==> src/design/smcp_pkg.sv <==
`timescale 1ns / 1ps

package smcp_pkg;

	localparam int unsigned PIX_W   = 8;
	localparam int unsigned DEPTH_W = 10;
	localparam int unsigned BND_W   = 11;
	localparam int unsigned OFF_W   = 10;
	localparam int unsigned SUM_W   = 18;
	localparam int unsigned CNT_W   = 11;
	localparam int unsigned MEAN_W  = 8;

	// window end: lower boundary (10 bit) plus offset (10 bit)
	localparam int unsigned END_W   = 12;

	localparam logic [OFF_W-1:0]   OFFSET_RESET = 10'd150;
	localparam logic [SUM_W-1:0]   SUM_MAX      = {SUM_W{1'b1}};
	localparam logic [CNT_W-1:0]   CNT_MAX      = {CNT_W{1'b1}};
	localparam logic [MEAN_W-1:0]  MEAN_MAX     = {MEAN_W{1'b1}};

	// column size; a depth at or past it is never counted
	localparam logic [END_W:0]     MAX_DEPTH    = 13'd1024;

	// restoring divider, one quotient bit per cycle
	localparam int unsigned DIV_STEPS = SUM_W;
	localparam int unsigned STEP_W    = 5;
	localparam logic [STEP_W-1:0] LAST_STEP = STEP_W'(DIV_STEPS - 1);

	typedef struct packed {
		logic [SUM_W-1:0] gray_sum;
		logic [CNT_W-1:0] count;
	} col_acc_t;

	typedef struct packed {
		logic full;
		logic empty;
	} q_status_t;

	typedef enum logic [1:0] {
		BK_IDLE,
		BK_DIV,
		BK_HOLD
	} bk_state_t;

endpackage

==> src/design/smcp_front.sv <==
`timescale 1ns / 1ps

module smcp_front (
	input  logic                        clk,
	input  logic                        arst_n,
	input  logic                        in_valid,
	output logic                        in_stall,
	input  logic [smcp_pkg::PIX_W-1:0]  pixel,
	input  logic [smcp_pkg::DEPTH_W-1:0] depth,
	input  logic signed [smcp_pkg::BND_W-1:0] upper_y,
	input  logic signed [smcp_pkg::BND_W-1:0] lower_y,
	input  logic                        last_in_column,
	input  logic [smcp_pkg::OFF_W-1:0]  bottom_offset,
	input  smcp_pkg::q_status_t         q_status,
	output logic                        push,
	output smcp_pkg::col_acc_t          push_data
);
	import smcp_pkg::*;

	logic [SUM_W-1:0]   gray_sum_q;
	logic [CNT_W-1:0]   in_window_count_q;
	logic [DEPTH_W-1:0] start_row;
	logic [END_W-1:0]   end_row;
	logic               below_start;
	logic               past_end;
	logic               past_column;
	logic               in_window;
	logic [SUM_W:0]     sum_wide;
	logic [SUM_W-1:0]   sum_next;
	logic [CNT_W-1:0]   cnt_next;
	logic               accept;

	assign in_stall = q_status.full;
	assign accept   = in_valid && !in_stall;

	// missing upper boundary opens the window at row 0
	assign start_row   = upper_y[BND_W-1] ? '0 : upper_y[DEPTH_W-1:0];
	assign end_row     = END_W'(lower_y[DEPTH_W-1:0]) + END_W'(bottom_offset);
	assign below_start = depth < start_row;
	assign past_end    = !lower_y[BND_W-1] && (END_W'(depth) > end_row);
	assign past_column = ({(END_W+1-DEPTH_W)'(0), depth} >= MAX_DEPTH);
	assign in_window   = !below_start && !past_end && !past_column;

	assign sum_wide = {1'b0, gray_sum_q} + (SUM_W+1)'(pixel);

	always_comb begin
		sum_next = gray_sum_q;
		cnt_next = in_window_count_q;
		if (in_window) begin
			sum_next = sum_wide[SUM_W] ? SUM_MAX : sum_wide[SUM_W-1:0];
			if (in_window_count_q != CNT_MAX) begin
				cnt_next = in_window_count_q + CNT_W'(1);
			end
		end
	end

	assign push               = accept && last_in_column;
	assign push_data.gray_sum = sum_next;
	assign push_data.count    = cnt_next;

	always_ff @(posedge clk or negedge arst_n) begin
		if (!arst_n) begin
			gray_sum_q        <= '0;
			in_window_count_q <= '0;
		end else if (accept) begin
			if (last_in_column) begin
				gray_sum_q        <= '0;
				in_window_count_q <= '0;
			end else begin
				gray_sum_q        <= sum_next;
				in_window_count_q <= cnt_next;
			end
		end
	end

endmodule

==> src/design/smcp_queue.sv <==
`timescale 1ns / 1ps

module smcp_queue (
	input  logic                clk,
	input  logic                arst_n,
	input  logic                push,
	input  smcp_pkg::col_acc_t  push_data,
	input  logic                pop,
	output smcp_pkg::col_acc_t  pop_data,
	output smcp_pkg::q_status_t status
);
	import smcp_pkg::*;

	col_acc_t   entry_q [2];
	logic       wr_ptr_q;
	logic       rd_ptr_q;
	logic [1:0] fill_q;
	logic       do_push;
	logic       do_pop;

	assign status.full  = (fill_q == 2'd2);
	assign status.empty = (fill_q == 2'd0);
	assign do_push      = push && !status.full;
	assign do_pop       = pop && !status.empty;
	assign pop_data     = entry_q[rd_ptr_q];

	always_ff @(posedge clk) begin
		if (do_push) begin
			entry_q[wr_ptr_q] <= push_data;
		end
	end

	always_ff @(posedge clk or negedge arst_n) begin
		if (!arst_n) begin
			wr_ptr_q <= 1'b0;
			rd_ptr_q <= 1'b0;
			fill_q   <= 2'd0;
		end else begin
			if (do_push) begin
				wr_ptr_q <= ~wr_ptr_q;
			end
			if (do_pop) begin
				rd_ptr_q <= ~rd_ptr_q;
			end
			if (do_push && !do_pop) begin
				fill_q <= fill_q + 2'd1;
			end else if (do_pop && !do_push) begin
				fill_q <= fill_q - 2'd1;
			end
		end
	end

endmodule

==> src/design/smcp_back.sv <==
`timescale 1ns / 1ps

module smcp_back (
	input  logic                        clk,
	input  logic                        arst_n,
	input  smcp_pkg::q_status_t         q_status,
	input  smcp_pkg::col_acc_t          pop_data,
	output logic                        pop,
	output logic                        out_valid,
	input  logic                        out_stall,
	output logic [smcp_pkg::MEAN_W-1:0] mean_gray,
	output logic [smcp_pkg::CNT_W-1:0]  sample_count
);
	import smcp_pkg::*;

	bk_state_t        state_q;
	bk_state_t        state_next;
	logic [CNT_W-1:0] rem_q;
	logic [SUM_W-1:0] quo_q;
	logic [CNT_W-1:0] div_q;
	logic [STEP_W-1:0] step_q;
	logic [CNT_W:0]   shifted;
	logic             fits;
	logic [CNT_W:0]   diff;

	// one restoring step
	assign shifted = {rem_q, quo_q[SUM_W-1]};
	assign fits    = shifted >= {1'b0, div_q};
	assign diff    = shifted - {1'b0, div_q};

	always_comb begin
		state_next = state_q;
		case (state_q)
			BK_IDLE: begin
				if (!q_status.empty) begin
					state_next = BK_DIV;
				end
			end
			BK_DIV: begin
				if (step_q == LAST_STEP) begin
					state_next = BK_HOLD;
				end
			end
			BK_HOLD: begin
				if (!out_stall) begin
					state_next = BK_IDLE;
				end
			end
			default: state_next = BK_IDLE;
		endcase
	end

	always_comb begin
		pop       = 1'b0;
		out_valid = 1'b0;
		case (state_q)
			BK_IDLE: pop       = !q_status.empty;
			BK_HOLD: out_valid = 1'b1;
			default: begin
				pop       = 1'b0;
				out_valid = 1'b0;
			end
		endcase
	end

	always_ff @(posedge clk or negedge arst_n) begin
		if (!arst_n) begin
			state_q <= BK_IDLE;
			step_q  <= '0;
		end else begin
			state_q <= state_next;
			if (state_q == BK_DIV) begin
				step_q <= step_q + STEP_W'(1);
			end else begin
				step_q <= '0;
			end
		end
	end

	always_ff @(posedge clk) begin
		if (pop) begin
			rem_q <= '0;
			quo_q <= pop_data.gray_sum;
			div_q <= pop_data.count;
		end else if (state_q == BK_DIV) begin
			rem_q <= fits ? diff[CNT_W-1:0] : shifted[CNT_W-1:0];
			quo_q <= {quo_q[SUM_W-2:0], fits};
		end
	end

	// empty window gives zero; quotient past 8 bits clamps
	always_comb begin
		if (div_q == '0) begin
			mean_gray = '0;
		end else if (|quo_q[SUM_W-1:MEAN_W]) begin
			mean_gray = MEAN_MAX;
		end else begin
			mean_gray = quo_q[MEAN_W-1:0];
		end
	end

	assign sample_count = div_q;

endmodule

==> src/design/slab_mean_column_projection.sv <==
`timescale 1ns / 1ps

// Slab mean projection of one image column.
// Input channel (in_valid / in_stall): one pixel per transfer with its depth,
// the column's upper and lower boundary rows (negative = missing) and
// last_in_column on the final pixel. Pixels inside the window from the upper
// boundary through lower boundary + bottom_offset are summed and counted.
// Output channel (out_valid / out_stall): one transfer per column carrying the
// truncated mean (0 for an empty window) and the in-window pixel count.
// Throughput: one pixel per cycle while in_stall is low. Each column result
// goes through an 18-step restoring divider; after the column's last pixel,
// its queue entry loads the divider, which runs its 18 divide steps and then
// raises out_valid; it holds the result until transferred and only then takes
// the next column. The two-entry queue between the accumulator and the
// divider absorbs column ends; columns that end faster than the divider
// finishes them fill it, then in_stall rises until the divider frees an entry.
// A stalled result holds on the outputs and keeps the divider busy; pixels
// keep flowing until the queue is full. The user must write bottom_offset
// through cfg_we / cfg_wdata only while idle; the block leaves this to the user.
// Reset (arst_n low) clears the accumulators, empties the queue, idles the
// divider and sets bottom_offset to 150.
module slab_mean_column_projection (
	input  logic                               clk,
	input  logic                               arst_n,
	input  logic                               cfg_we,
	input  logic [smcp_pkg::OFF_W-1:0]         cfg_wdata,
	input  logic                               in_valid,
	output logic                               in_stall,
	input  logic [smcp_pkg::PIX_W-1:0]         pixel,
	input  logic [smcp_pkg::DEPTH_W-1:0]       depth,
	input  logic signed [smcp_pkg::BND_W-1:0]  upper_y,
	input  logic signed [smcp_pkg::BND_W-1:0]  lower_y,
	input  logic                               last_in_column,
	output logic                               out_valid,
	input  logic                               out_stall,
	output logic [smcp_pkg::MEAN_W-1:0]        mean_gray,
	output logic [smcp_pkg::CNT_W-1:0]         sample_count
);
	import smcp_pkg::*;

	logic [OFF_W-1:0] bottom_offset_q;
	q_status_t        q_status;
	logic             push;
	col_acc_t         push_data;
	logic             pop;
	col_acc_t         pop_data;

	// window offset register
	always_ff @(posedge clk or negedge arst_n) begin
		if (!arst_n) begin
			bottom_offset_q <= OFFSET_RESET;
		end else if (cfg_we) begin
			bottom_offset_q <= cfg_wdata;
		end
	end

	// front: window test and per-column accumulation
	smcp_front u_front (
		.clk            (clk),
		.arst_n         (arst_n),
		.in_valid       (in_valid),
		.in_stall       (in_stall),
		.pixel          (pixel),
		.depth          (depth),
		.upper_y        (upper_y),
		.lower_y        (lower_y),
		.last_in_column (last_in_column),
		.bottom_offset  (bottom_offset_q),
		.q_status       (q_status),
		.push           (push),
		.push_data      (push_data)
	);

	// finished column totals wait here for the divider
	smcp_queue u_queue (
		.clk       (clk),
		.arst_n    (arst_n),
		.push      (push),
		.push_data (push_data),
		.pop       (pop),
		.pop_data  (pop_data),
		.status    (q_status)
	);

	// back: mean by serial division, result held until transferred
	smcp_back u_back (
		.clk          (clk),
		.arst_n       (arst_n),
		.q_status     (q_status),
		.pop_data     (pop_data),
		.pop          (pop),
		.out_valid    (out_valid),
		.out_stall    (out_stall),
		.mean_gray    (mean_gray),
		.sample_count (sample_count)
	);

endmodule
==> config.mk <==
export PLATFORM = sky130hd
export DESIGN_NAME = slab_mean_column_projection
export DESIGN_NICKNAME = d
export VERILOG_FILES = /design/src/design/smcp_pkg.sv /design/src/design/smcp_front.sv /design/src/design/smcp_queue.sv /design/src/design/smcp_back.sv /design/src/design/slab_mean_column_projection.sv
export SDC_FILE = /design/constraint.sdc
export NUM_CORES = 1
export LEC_CHECK = 0
export BUFFER_PORTS_ARGS = -buffer_cell sky130_fd_sc_hd__buf_2
export CAP_MARGIN = 30
export CORE_UTILIZATION = 38
export CTS_CLUSTER_SIZE = 20
export DETAILED_ROUTE_END_ITERATION = 12
export HOLD_SLACK_MARGIN = 0.08
export PLACE_DENSITY_LB_ADDON = 0.08
export SETUP_SLACK_MARGIN = 0.15
export SYNTH_ARGS = -nofsm -noshare
export SYNTH_HDL_FRONTEND = slang
export SYNTH_HIERARCHICAL = 1
export SYNTH_SLANG_ARGS = --single-unit
==> constraint.sdc <==
create_clock -name clk -period 12.8 [get_ports clk]
set_clock_uncertainty 0.2 [all_clocks]
set_input_delay 0 -clock clk [delete_from_list [all_inputs] [get_ports clk]]
set_output_delay 0 -clock clk [all_outputs]
set_load 0.01 [all_outputs]
==> results.py, run 1 <==
metrics = {
    "timing": {
        "fmax_mhz": 181,
        "fin_crit_ns": 5.52,
        "finalWorstSetupSlack_ns": 7.28,
        "finalMaxSlewViolations": 0,
        "hold_viol": 0,
        "finalSetupTns_ns": 0,
        "max_slew_margin_pct": 38.1,
        "setup_violations": 0,
        "tightest_slew_ns": 0.929,
        "rsz0062_at_grt": "no",
        "fin_crit_sh_pct": 43.1,
    },
    "logic_synthesis": {
        "synth-xor-area-share_pct": 2.69,
        "syn_area_um2": 8800,
        "yosys-top-cells-count": "edfxtp_1, nand2_1, ha_1, nor2_1, dfrtp_1",
        "async_reset_ff_share_pct": 33.8,
        "yosysTopAreaCellShare_pct": 29.7,
        "synth_cell_types": 82,
        "synthTopCellsByArea": "edfxtp_1, dfrtp_1, ha_1",
        "synth_most_common_cell": "edfxtp_1",
        "synthCells": 784,
        "syn-num-nets": 895,
        "synthFlopType": "edfxtp_1",
        "synth.area.mux_share_pct": 10.3,
        "synthAdderAreaFrac_pct": 8.08,
        "ys_warn_count": 6,
        "synth-compound-area-share_pct": 14.4,
        "ys_ff_latch": 148,
        "synth_top_cell_by_area": "edfxtp_1",
        "yosys.area_share.simple_pct": 13.9,
        "synth.avg_cell_area_um2": 11.2,
        "synth_seq_area_share_pct": 46.5,
        "synth_top_family_by_area": "compound AO/OA/AOI/OAI gates",
        "synth_edf_count": 87,
    },
    "clock_network": {
        "ctsLongestPathBuffers": 2,
        "clk_pin_slew_ns": 0.06,
        "cts_tree": "built",
        "worst_skew_pair.late_latency_ns": 0.42,
        "clock-root-buffer": "clkbuf_16",
        "cts_made_buffers": 17,
        "h-tree-depth": 4,
        "cts.sinks": 148,
        "post_cts_buffers": 0,
    },
    "placement": {
        "port_buffers": 76,
        "place_area_um2": 9340,
        "place_ws_ns": 7.29,
        "hpwl_um": 14600,
        "dp_cells": 1119,
        "routabilityCongestion": 0.835,
    },
    "final_layout": {
        "diodes": 0,
        "final_layout_size_suffix_gt1_share_pct": 21.8,
        "stdcell_area_um2": 10200,
        "final_cells": 1181,
        "utilization_pct": 44.9,
        "syn2layout_area_growth_pct": 15.9,
        "nets": 994,
    },
    "setup_path": {
        "path_buf_inv": 0,
        "path_cells": "ha_1 > a21o_1 > a21oi_1 > o21bai_1 > a2111oi_0 > o31ai_1 > a21oi_1 > xor2_1 > ha_1 > a21oi_1 > nand2_1 > nor4_1 > or4b_1 > nand2_1 > nor3_1 > a311oi_1",
        "crit_family": "simple AND/OR/NAND/NOR gates",
        "startpoint_type": "flip-flop",
        "slowest_delay_ns": 0.72,
        "crit_required_ns": 12.87,
        "crit_path_max_fanout": 29,
        "path_class": "reg2reg",
        "worst_path_most_repeated_cell": "a21oi_1",
        "end_kind": "flip-flop",
        "cp_slowest_cell": "nor3_1",
        "arrival_ns": 5.59,
    },
    "flow_run": {
        "maxCapViolations": 0,
    },
    "power_and_ir_drop": {
        "p_leak_nw": 4.21,
        "vdd_drop_max_v": 0.0000821,
        "p_per_area_nw_per_um2": 215,
    },
    "status": {
        "status": "finished, final reports clean",
    },
    "drt": {
        "drt_iter0_markers": 324,
        "vias": 6393,
        "routedWlPerCell_um": 17.1,
        "drt_pre_antenna_iters": 4,
        "ant_nets": 0,
        "wirelength_um": 20200,
        "post-route-drc-count": 0,
        "via_per_inst": 5.41,
    },
    "die": {
        "start_util_pct": 38.8,
        "rows": 55,
        "ios": 77,
        "core_region_area_um2": 22700,
        "die_x_um": 154,
        "dieArea_um2": 23800,
        "fp.dieH_um": 154,
    },
    "grt": {
        "antenna_found_initial": 0,
        "track_usage_pct": 17.8,
        "grt_pass1_wl_um": 32900,
        "grt_pass1_vias": 6438,
        "gr-total-overflow": 0,
        "grt_max_degree": 51,
    },
    "min_path": {
        "hp-class": "in2reg",
    },
}
[routing by layer]
| layer | vias to the layer above | global-route usage (%) | part of all wire [%] |
|---|---|---|---|
| met4 | 0 | 5.29 | 1.4 |
| met1 | 3108 | 23.2 | 47 |
| met3 | 21 | 3.75 | 3.6 |
| met5 | - | 0 | 0 |
| met2 | 129 | 29.6 | 48 |
| li1 | 3135 | - | - |
[what timing repair did]
item,CTS,global route
resized for setup,0,0
hold buffers,29,0
endpoints found under the hold margin,83,0
[final cells by class]
class                   count  area (um2)
clock buffers              26         479
inverters                  31         116
fillers                  2130       12500
clock inverters             6        77.6
flip-flops and latches    148        4090
well taps                 285         357
repair buffers            111         716
multi-input cells         574        4360
[kinds of logic after synthesis]
kind of cell | count (synthesis)
AOI/OAI and AO/OA | 184
and+or+nand+nor | 240
adders and majority gates | 55
xor gates and xnor gates | 27
DFF | 148
muxes | 68
buffers and inverters | 62
[worst reg2reg max path: cells and delay by family (launching register included)]
family                   cells  cell delay (ns)
AO/OA/AOI/OAI                8             1.86
AND/OR/NAND/NOR              5             2.06
XOR/XNOR                     1             0.18
adder cells (fa/ha/maj)      2             0.52
flip-flops                   1             0.56
[sequential cells by signal (all words and copies together) (netlist names)]
| signal | flops |
|---|---|
| u_back/state_q | 2 |
| u_front/gray_sum_q | 18 |
| u_queue/entry_q | 58 |
| u_back/sample_count | 11 |
| u_back/step_q | 5 |
| u_queue/rd_ptr_q | 1 |
| u_back/rem_q | 11 |
| u_queue/fill_q | 2 |
| u_back/quo_q | 18 |
| u_queue/wr_ptr_q | 1 |
| u_front/in_window_count_q | 11 |
| bottom_offset_q | 10 |
[power breakdown]
part	switching, mW	internal, mW
clock	0.186	0.296
sequential	0.0963	0.681
combinational	0.517	0.421
[worst paths after layout]
check	from	to	slack, ns	cells after the start
max reg2reg	bottom_offset_q[1]	u_front/gray_sum_q[12]	7.28	16
min in group asynchronous	arst_n	u_front/gray_sum_q[5]	0.60	4
min reg2reg	u_back/rem_q[2]	u_back/rem_q[3]	0.28	2
max	bottom_offset_q[1]	u_front/gray_sum_q[12]	7.28	16
min	pixel[5]	u_front/gray_sum_q[5]	0.13	5
max in group asynchronous	arst_n	u_back/step_q[1]	11.32	4
[layout by cell type, fill, tap and decap left out, types with 29 or more instances in the layout]
cell,netlist,final
ha_1,52,52
dlygate4sd3_1,0,29
inv_1,31,31
nand2_1,61,61
mux2_4,40,40
a21oi_1,40,40
edfxtp_1,87,87
nor2_1,52,51
dfrtp_1,46,46
nand3_1,31,31
buf_2,6,76
[metrics by stage]
step                      power, mW  hold WS [ns]
after floorplan                1.50        -0.496
after global placement         1.68       -0.0225
after detailed placement       1.71       -0.0183
after CTS                      2.21        0.0893
after global routing           2.34         0.142
final                          2.20         0.125
No activity file was read; power rests on OpenSTA's default activity.
==> run 2, diff against run 1 <==
- clock period: 12.8 -> 5.2 ns (I/O delays scaled with it)
==> results.py, run 2 (synthesis results as in run 1) <==
metrics = {
    "status": {
        "status": "finished, final reports clean",
    },
    "final_layout": {
        "nFillCells": 2143,
        "nets": 999,
        "layout_common_cells": "edfxtp_1, buf_2, nand2_1, ha_1, nor2_1",
        "diodes": 0,
        "top_register": "u_queue/entry_q",
        "top_regs": "u_queue/entry_q (58), u_back/quo_q (18), u_front/gray_sum_q (18)",
        "largest_reg_flops": 58,
        "layout_commonest_cell": "edfxtp_1",
        "syn2layout_area_growth_pct": 16.5,
        "final_cells": 1186,
        "final_layout_size_suffix_gt1_share_pct": 22.9,
    },
    "setup_path": {
        "reg2reg_from": "bottom_offset_q[0]",
        "r2r_setup_slack_ns": 0.40,
        "crit_required_ns": 5.30,
        "end_kind": "flip-flop",
        "arrival_ns": 4.90,
        "r2r_cells": 19,
        "crit_path_max_fanout": 7,
        "r2r_end": "u_front/in_window_count_q[3]",
        "path_class": "reg2reg",
        "startpoint_type": "flip-flop",
    },
    "timing": {
        "finalSetupTns_ns": 0,
        "hold_viol": 0,
        "rsz0062_at_grt": "no",
        "fmax_mhz": 208,
        "setup_violations": 0,
        "fin_crit_ns": 4.80,
        "fin_crit_sh_pct": 92.4,
        "holdWs_ns": 0.0709,
        "tightest_slew_ns": 0.945,
        "finalMaxSlewViolations": 0,
        "max_slew_margin_pct": 37.0,
    },
    "grt": {
        "antenna_found_initial": 0,
        "grt_pass1_vias": 6362,
        "track_usage_pct": 17.7,
        "gr-total-overflow": 0,
        "grt_max_degree": 51,
        "grt_pass1_wl_um": 32900,
    },
    "die": {
        "ios": 77,
        "rows": 55,
        "die_x_um": 154,
        "fp.dieH_um": 154,
        "start_util_pct": 38.8,
        "dieArea_um2": 23800,
        "core_region_area_um2": 22700,
    },
    "min_path": {
        "hp-class": "in2async",
    },
    "clock_network": {
        "worst_skew_pair.late_latency_ns": 0.42,
        "post_cts_buffers": 0,
        "h-tree-depth": 4,
        "clk_pin_slew_ns": 0.07,
        "ctsLongestPathBuffers": 2,
        "cts_made_buffers": 17,
        "clock-root-buffer": "clkbuf_16",
        "cts.sinks": 148,
        "cts_tree": "built",
    },
    "power_and_ir_drop": {
        "p_leak_nw": 4.24,
        "vdd_drop_max_v": 0.000226,
        "p_per_area_nw_per_um2": 526,
    },
    "flow_run": {
        "maxCapViolations": 0,
    },
    "placement": {
        "hpwl_um": 14600,
        "port_buffers": 76,
        "dp_cells": 1123,
        "routabilityCongestion": 0.811,
    },
    "drt": {
        "via_per_inst": 5.41,
        "wirelength_um": 20300,
        "drt_iter0_markers": 484,
        "ant_nets": 0,
        "post-route-drc-count": 0,
        "routedWlPerCell_um": 17.1,
        "vias": 6416,
        "drt_pre_antenna_iters": 6,
    },
}
[run 2: area by class of cell]
cell class              count  area (um2)  area share (%)
multi-input cells         574        4370            42.6
flip-flops and latches    148        4090            39.9
repair buffers            116         758            7.39
clock buffers              18         439            4.28
well taps                 285         357            3.48
clock inverters            14         128            1.24
inverters                  31         116            1.13
[run 2: timing repair]
action	4_1_cts	5_1_grt
hold buffers	31	0
hold endpoints to repair	84	0
endpoints found under the setup margin	0	49
gates resized for setup	0	2
[run 2: metal layers]
layer | share of wire, % | vias to the layer above | track usage, %
li1 | - | 3151 | -
met4 | 1.4 | 0 | 6.10
met5 | 0 | - | 0
met3 | 3.4 | 20 | 3.03
met2 | 47 | 140 | 28.7
met1 | 48 | 3105 | 24.0
[run 2: report_power, final]
group / switching, mW / internal (mW) / total, mW / leakage [nW]
Clock: 0.503 / 0.676 / 1.18 / 0.278
Combinational: 1.26 / 1.05 / 2.31 / 2.41
Sequential: 0.236 / 1.67 / 1.91 / 1.55
Total: 2.00 / 3.40 / 5.40 / 4.24
[run 2: critical path, stage by stage (launching register included)]
cell and delay [ns]:
dfrtp_1 0.38, ha_1 0.21, fa_1 0.43, a211oi_2 0.20
nor2_1 0.10, o21a_1 0.18, o21ai_0 0.21, nand2b_1 0.09
a21oi_1 0.17, xor2_1 0.18, ha_1 0.27, nand3_1 0.12
or3_1 0.12, nand3_1 0.10, or4b_1 0.51, buf_4 0.19
and4_2 0.18, a21oi_1 0.15, o22ai_1 0.09, dlygate4sd3_1 0.59
[run 2: worst max path at each step]
stage,startpoint,to,slack (ns),cells past startpoint
after floorplan,bottom_offset_q[1],u_queue/entry_q[0][25],0.78,18
after global placement,bottom_offset_q[1],u_front/gray_sum_q[10],0.44,17
after detailed placement,bottom_offset_q[1],u_front/gray_sum_q[16],0.34,17
after CTS,bottom_offset_q[1],u_front/in_window_count_q[3],0.26,18
after global routing,bottom_offset_q[1],u_front/in_window_count_q[3],0.15,18
final,bottom_offset_q[0],u_front/in_window_count_q[3],0.40,19
[run 2: per-stage QoR]
step | util (%) | setup slack, ns | power [mW] | area, um2
floorplan | - | 0.781 | 3.70 | 8800
global placement | 41.2 | 0.437 | 4.14 | 9370
detailed placement | 41.3 | 0.338 | 4.21 | 9370
CTS | 45.1 | 0.258 | 5.45 | 10300
global route | 45.2 | 0.153 | 5.77 | 10300
finish | 45.2 | 0.397 | 5.40 | 10300
